**src/hdl/tdpt_pkg.sv**
```systemverilog
// Package for the trial-division primality tester.
// Holds the small-prime table, the wheel offsets and the width defaults.
// No dependencies.
package tdpt_pkg;

  // Width of the number port and the default width of the tested number.
  localparam int NUMBER_W            = 32;
  localparam int NUMBER_BITS_DEFAULT = 32;

  // Primes below 100, tested directly and as first divisors.
  localparam int SMALL_PRIME_COUNT = 25;
  localparam int SMALL_PRIME_W     = 7;
  localparam int SMALL_IDX_W       = 5;
  localparam logic [SMALL_PRIME_W-1:0] SMALL_PRIMES [SMALL_PRIME_COUNT] = '{
    7'd2,  7'd3,  7'd5,  7'd7,  7'd11, 7'd13, 7'd17, 7'd19, 7'd23,
    7'd29, 7'd31, 7'd37, 7'd41, 7'd43, 7'd47, 7'd53, 7'd59, 7'd61,
    7'd67, 7'd71, 7'd73, 7'd79, 7'd83, 7'd89, 7'd97
  };
  localparam logic [SMALL_IDX_W-1:0] SMALL_IDX_LAST = SMALL_IDX_W'(SMALL_PRIME_COUNT - 1);

  // Mod-30 wheel: candidate divisors are base plus one of these offsets.
  localparam int WHEEL_SPOKES = 8;
  localparam int SPOKE_W      = 3;
  localparam int OFFSET_W     = 5;
  localparam logic [OFFSET_W-1:0] WHEEL_OFFSETS [WHEEL_SPOKES] = '{
    5'd0, 5'd6, 5'd10, 5'd12, 5'd16, 5'd18, 5'd22, 5'd28
  };
  localparam logic [SPOKE_W-1:0] SPOKE_LAST = SPOKE_W'(WHEEL_SPOKES - 1);
  localparam int WHEEL_START = 31;
  localparam int WHEEL_STEP  = 30;

endpackage

```
**src/hdl/tdpt_divider.sv**
```systemverilog
// Shared restoring divider: one quotient bit per cycle.
// Gives quotient and remainder of an NB-bit dividend by an NB-bit divisor.
// No package dependencies.
module tdpt_divider #(
  parameter int NB = 32
) (
  input  logic          clk,
  input  logic          rst,
  input  logic          start,
  input  logic [NB-1:0] dividend,
  input  logic [NB-1:0] divisor,
  output logic          done,
  output logic [NB-1:0] quotient,
  output logic [NB-1:0] remainder
);

  localparam int CNT_W = $clog2(NB);

  logic             busy;
  logic [CNT_W-1:0] count;
  logic [NB-1:0]    dvd;
  logic [NB-1:0]    dsr;
  logic [NB:0]      trial;
  logic             fits;

  // Shift in the next dividend bit and see whether the divisor fits.
  assign trial = {remainder, dvd[NB-1]};
  assign fits  = trial >= {1'b0, dsr};

  // Control: busy from a start until the last step, done pulses as the last step completes.
  always_ff @(posedge clk) begin
    if (rst) begin
      busy <= 1'b0;
      done <= 1'b0;
    end else begin
      done <= 1'b0;
      if (!busy && start) begin
        busy <= 1'b1;
      end else if (busy && count == '0) begin
        busy <= 1'b0;
        done <= 1'b1;
      end
    end
  end

  // Datapath: one restoring step per cycle.
  always_ff @(posedge clk) begin
    if (!busy && start) begin
      dvd       <= dividend;
      dsr       <= divisor;
      remainder <= '0;
      quotient  <= '0;
      count     <= CNT_W'(NB - 1);
    end else if (busy) begin
      dvd       <= {dvd[NB-2:0], 1'b0};
      remainder <= fits ? NB'(trial - {1'b0, dsr}) : trial[NB-1:0];
      quotient  <= {quotient[NB-2:0], fits};
      count     <= count - 1'b1;
    end
  end

endmodule

```
**src/hdl/tdpt_seq.sv**
```systemverilog
// Sequencer of the primality tester: small-prime checks, then the wheel.
// Depends on tdpt_pkg and drives one tdpt_divider.
module tdpt_seq #(
  parameter int NB = 32
) (
  input  logic          clk,
  input  logic          rst,
  input  logic          in_valid,
  output logic          in_stall,
  input  logic [NB-1:0] value_in,
  input  logic          res_ready,
  output logic          res_valid,
  output logic          res_flag
);
  import tdpt_pkg::*;

  typedef enum logic [3:0] {
    ST_IDLE   = 4'b0001,
    ST_SMALL  = 4'b0010,
    ST_WHEEL  = 4'b0100,
    ST_FINISH = 4'b1000
  } state_t;

  state_t               state;
  logic [NB-1:0]        value;
  logic [NB-1:0]        base;
  logic [SPOKE_W-1:0]   spoke;
  logic [SMALL_IDX_W-1:0] idx;
  logic                 div_start;
  logic [NB-1:0]        div_divisor;
  logic                 div_done;
  logic [NB-1:0]        div_quo;
  logic [NB-1:0]        div_rem;
  logic                 is_small_prime;
  logic [NB-1:0]        base_next;

  tdpt_divider #(.NB(NB)) u_div (
    .clk       (clk),
    .rst       (rst),
    .start     (div_start),
    .dividend  (value),
    .divisor   (div_divisor),
    .done      (div_done),
    .quotient  (div_quo),
    .remainder (div_rem)
  );

  // Direct match against the primes below 100.
  always_comb begin
    is_small_prime = 1'b0;
    for (int k = 0; k < SMALL_PRIME_COUNT; k++) begin
      if (value_in == NB'(SMALL_PRIMES[k])) is_small_prime = 1'b1;
    end
  end

  assign base_next = NB'(base + NB'(WHEEL_STEP));
  assign in_stall  = (state != ST_IDLE);
  assign res_valid = (state == ST_FINISH) && res_ready;

  // Main sequencer.
  always_ff @(posedge clk) begin
    if (rst) begin
      state     <= ST_IDLE;
      div_start <= 1'b0;
    end else begin
      div_start <= 1'b0;
      case (state)
        ST_IDLE: begin
          if (in_valid) begin
            value <= value_in;
            if (value_in <= NB'(1)) begin
              res_flag <= 1'b0;
              state    <= ST_FINISH;
            end else if (is_small_prime) begin
              res_flag <= 1'b1;
              state    <= ST_FINISH;
            end else begin
              idx         <= '0;
              div_divisor <= NB'(SMALL_PRIMES[0]);
              div_start   <= 1'b1;
              state       <= ST_SMALL;
            end
          end
        end
        ST_SMALL: begin
          if (div_done) begin
            if (div_rem == '0) begin
              res_flag <= 1'b0;
              state    <= ST_FINISH;
            end else if (idx == SMALL_IDX_LAST) begin
              base        <= NB'(WHEEL_START);
              spoke       <= '0;
              div_divisor <= NB'(WHEEL_START);
              div_start   <= 1'b1;
              state       <= ST_WHEEL;
            end else begin
              idx         <= idx + 1'b1;
              div_divisor <= NB'(SMALL_PRIMES[idx + 1'b1]);
              div_start   <= 1'b1;
            end
          end
        end
        ST_WHEEL: begin
          if (div_done) begin
            // The first spoke divides by base itself, so its quotient gives the bound.
            if (spoke == '0 && base > div_quo) begin
              res_flag <= 1'b1;
              state    <= ST_FINISH;
            end else if (div_rem == '0) begin
              res_flag <= 1'b0;
              state    <= ST_FINISH;
            end else if (spoke == SPOKE_LAST) begin
              base        <= base_next;
              spoke       <= '0;
              div_divisor <= base_next;
              div_start   <= 1'b1;
            end else begin
              spoke       <= spoke + 1'b1;
              div_divisor <= NB'(base + NB'(WHEEL_OFFSETS[spoke + 1'b1]));
              div_start   <= 1'b1;
            end
          end
        end
        ST_FINISH: begin
          if (res_ready) state <= ST_IDLE;
        end
        default: state <= ST_IDLE;
      endcase
    end
  end

endmodule

```
**config.mk**
```make
export PLATFORM = sky130hd
export DESIGN_NAME = tdpt_seq
export DESIGN_NICKNAME = d
export VERILOG_FILES = /design/src/hdl/tdpt_pkg.sv /design/src/hdl/tdpt_divider.sv /design/src/hdl/tdpt_seq.sv
export SDC_FILE = /design/constraint.sdc
export NUM_CORES = 1
export LEC_CHECK = 0
export BUFFER_PORTS_ARGS = -buffer_cell sky130_fd_sc_hd__buf_4
export CAP_MARGIN = 20
export CELL_PAD_IN_SITES_DETAIL_PLACEMENT = 1
export CELL_PAD_IN_SITES_GLOBAL_PLACEMENT = 1
export CORE_UTILIZATION = 40
export CTS_CLUSTER_SIZE = 25
export DETAILED_ROUTE_END_ITERATION = 8
export GPL_TIMING_DRIVEN = 0
export PLACE_DENSITY = 0.74
export SYNTH_ARGS = -nofsm -noshare
export SYNTH_HDL_FRONTEND = slang
export SYNTH_SLANG_ARGS = --single-unit
```
**constraint.sdc**
```tcl
create_clock -name clk -period 10.28 [get_ports clk]
set_input_delay 1.542 -clock clk [delete_from_list [all_inputs] [get_ports clk]]
set_output_delay 1.542 -clock clk [all_outputs]
set_load 0.1 [all_outputs]
```
==> reports/metrics.yaml <==
path_class: "reg -> reg"
antenna_found_initial: 0
pwr-share-comb: 0.302
synth_most_common_cell: "edfxtp_1"
endpoint_kind: "register"
cts_setup_buffers: 0
hold_start: "div_divisor[18]"
skew_ps: 26.82
grt-ovfl-total: 0
ys_seq_elements: 244
pin_count: 39
wire_per_inst_um: 19.40
vias: 10093
seqCellArea_um2: 6566
first_pass_iters: 4
p_int_mw: 2.330
final_util: 0.4665
synth_area_leader_cell: "edfxtp_1"
period_share: 0.4275
hold_viol: 0
h-tree-depth: 1
hpwlAfterDp_um: 26530
synth_area_um2: 13350
diodes: 0
finalPower_mw: 3.545
drive_gt1_frac: 0.1077
crit_required_ps: 10450
core-area_um2: 32700
p_per_area_nw_per_um2: 232.4
fp.dieH_um: 184.7
rr_startpoint: "base[25]"
portBuffers: 37
syn_inst: 1305
worstHoldPathType: "reg -> reg"
cts_buffers: 28
async_reset_ff_frac: 0
p_leak_nw: 5.577
routabilityCongestion: 0.8484
synth_top_area_frac: 0.3778
cts_hold_buf: 0
grt_pass1_wl_um: 57840
syn_area_per_cell_um2: 10.23
drcViolationCount: 0
finalSetupViolations: 0
worstPathMaxFanout: 9
cts_root_buf: "clkbuf_16"
drv_slew: 0
synth_nets: 1428
fmax_mhz: 227.6
clk_pin_slew_ps: 60
startpoint_type: "register"
switchingPower_mw: 1.216
grt_pass1_vias: 10838
synthTopCellsByCount: "edfxtp_1, nand2_1, nor2_1"
yosys-top-cells-area: "edfxtp_1, dfxtp_1, ha_1"
cp-startpoint: "base[25]"
grt_setup_unrepaired: "no"
die_w_um: 184.7
clk_latency_ps: 550
arrival_ps: 4570
ys_seq_area_frac: 0.4918
cap_violations: 0
power.share.clock: 0.289
cts_resized: 0
numClockSinks: 244
ant_nets: 0
maxSlewHeadroom: 0.2225
outcome: "finished, final reports clean"
p_sw_frac: 0.3429
design.die.area_um2: 34120
finalSetupTns_ps: 0
drt_iter0_drc: 553
tightest_slew_ps: 1150
fin_crit_ps: 4394
grt_usage: 0.2148
fin_nets: 1503
synth_edf_count: 168
ir_worst_vdd_uv: 136.0
cts_buffer_depth: 3
vias_per_cell: 5.473
yosys_warnings: 0
grt_max_degree: 34
area_growth_pct: 14.25
cts_tree: "yes"
ys_types: 69
ys.flop_type: "edfxtp_1"
core.rowCount: 66
fill_cells: 3720
initial_utilization: 0.4083
seqPwrFrac: 0.409
routed_wl_um: 35770
multi_input_area_um2: 6233
-- path summary, 6_finish.rpt --
check,end,slack (ps),cells after the start
max,spoke[1],5890,9
min,u_div.dsr[18],420,0
max reg2reg,spoke[1],5890,9
min reg2reg,u_div.dsr[18],420,0
-- cells by family after synthesis --
logic type	synth area share
flip-flops	0.4918
AND/OR/NAND/NOR	0.1536
multiplexers	0.04460
XOR/XNOR	0.05182
adder cells (fa/ha/maj)	0.08265
AO/OA/AOI/OAI	0.1332
buffers and inverters	0.04245
-- cell usage in the layout, fill, tap and decap left out, types with 34 or more instances in the layout --
cell type / count
xnor2_1: 40
mux2_2: 36
edfxtp_1: 168
nor2_1: 112
a21oi_1: 71
ha_1: 85
o31ai_1: 34
buf_4: 37
inv_1: 90
xor2_1: 39
nand2_1: 130
clkbuf_1: 45
o21ai_0: 59
dfxtp_1: 76
-- registers in the layout (all words and copies together) (netlist names), 3 cells and up --
name             flops
div_divisor         32
u_div.dsr           32
u_div.dvd           32
u_div.quotient      32
u_div.remainder     32
value               32
base                31
idx                  5
u_div.count          5
state                4
spoke                3
-- per-layer routing --
metal  wire length (um)  global-route usage  part of all wire  vias up
li1                   -                   -                 -     4889
met1              15920              0.2666              0.45     5025
met2              18060              0.3912              0.50      124
met3                925             0.02411             0.026       55
met4                859             0.05917             0.024        0
met5                  0                   0                 0        -
-- cell type report --
cell class	instances	share of cell area
Inverter	90	0.02214
Clock buffer	36	0.05052
Tap cell	442	0.03625
Multi-Input combinational cell	917	0.4086
Timing Repair Buffer	45	0.02518
Sequential cell	244	0.4304
Clock inverter	16	0.01181
Buffer	54	0.01509
-- critical path, stage by stage (launching register included) --
cell and delay [ps]:
edfxtp_1 510, ha_1 370, a21o_1 170, a21o_1 180
a2111oi_0 390, o21ai_0 260, nor4_1 680, a31oi_1 230
a21oi_1 290, nor4b_1 950
-- through the flow --
stage	hold WS, ps	instance area, um2	setup WS [ps]	cells
after floorplan	400.3	13350	5213	1305
after global placement	402.1	14180	2940	1784
after detailed placement	405.7	14310	5996	1792
after CTS	419.3	15260	5998	1844
after global routing	429.1	15260	5699	1844
final	417.6	15260	5886	1844
-- power by group through the flow --
| stage | clock network, mW | logic [mW] | registers [mW] |
|---|---|---|---|
| final | 1.02 | 1.07 | 1.45 |
| after global routing | 1.08 | 1.17 | 1.47 |
| after CTS | 1.05 | 1.07 | 1.45 |
| after detailed placement | 0 | 1.06 | 1.47 |
| after global placement | 0 | 0.990 | 1.46 |
| after floorplan | 0 | 0.739 | 1.43 |
Note: power is estimated with default switching activity, not from simulation.
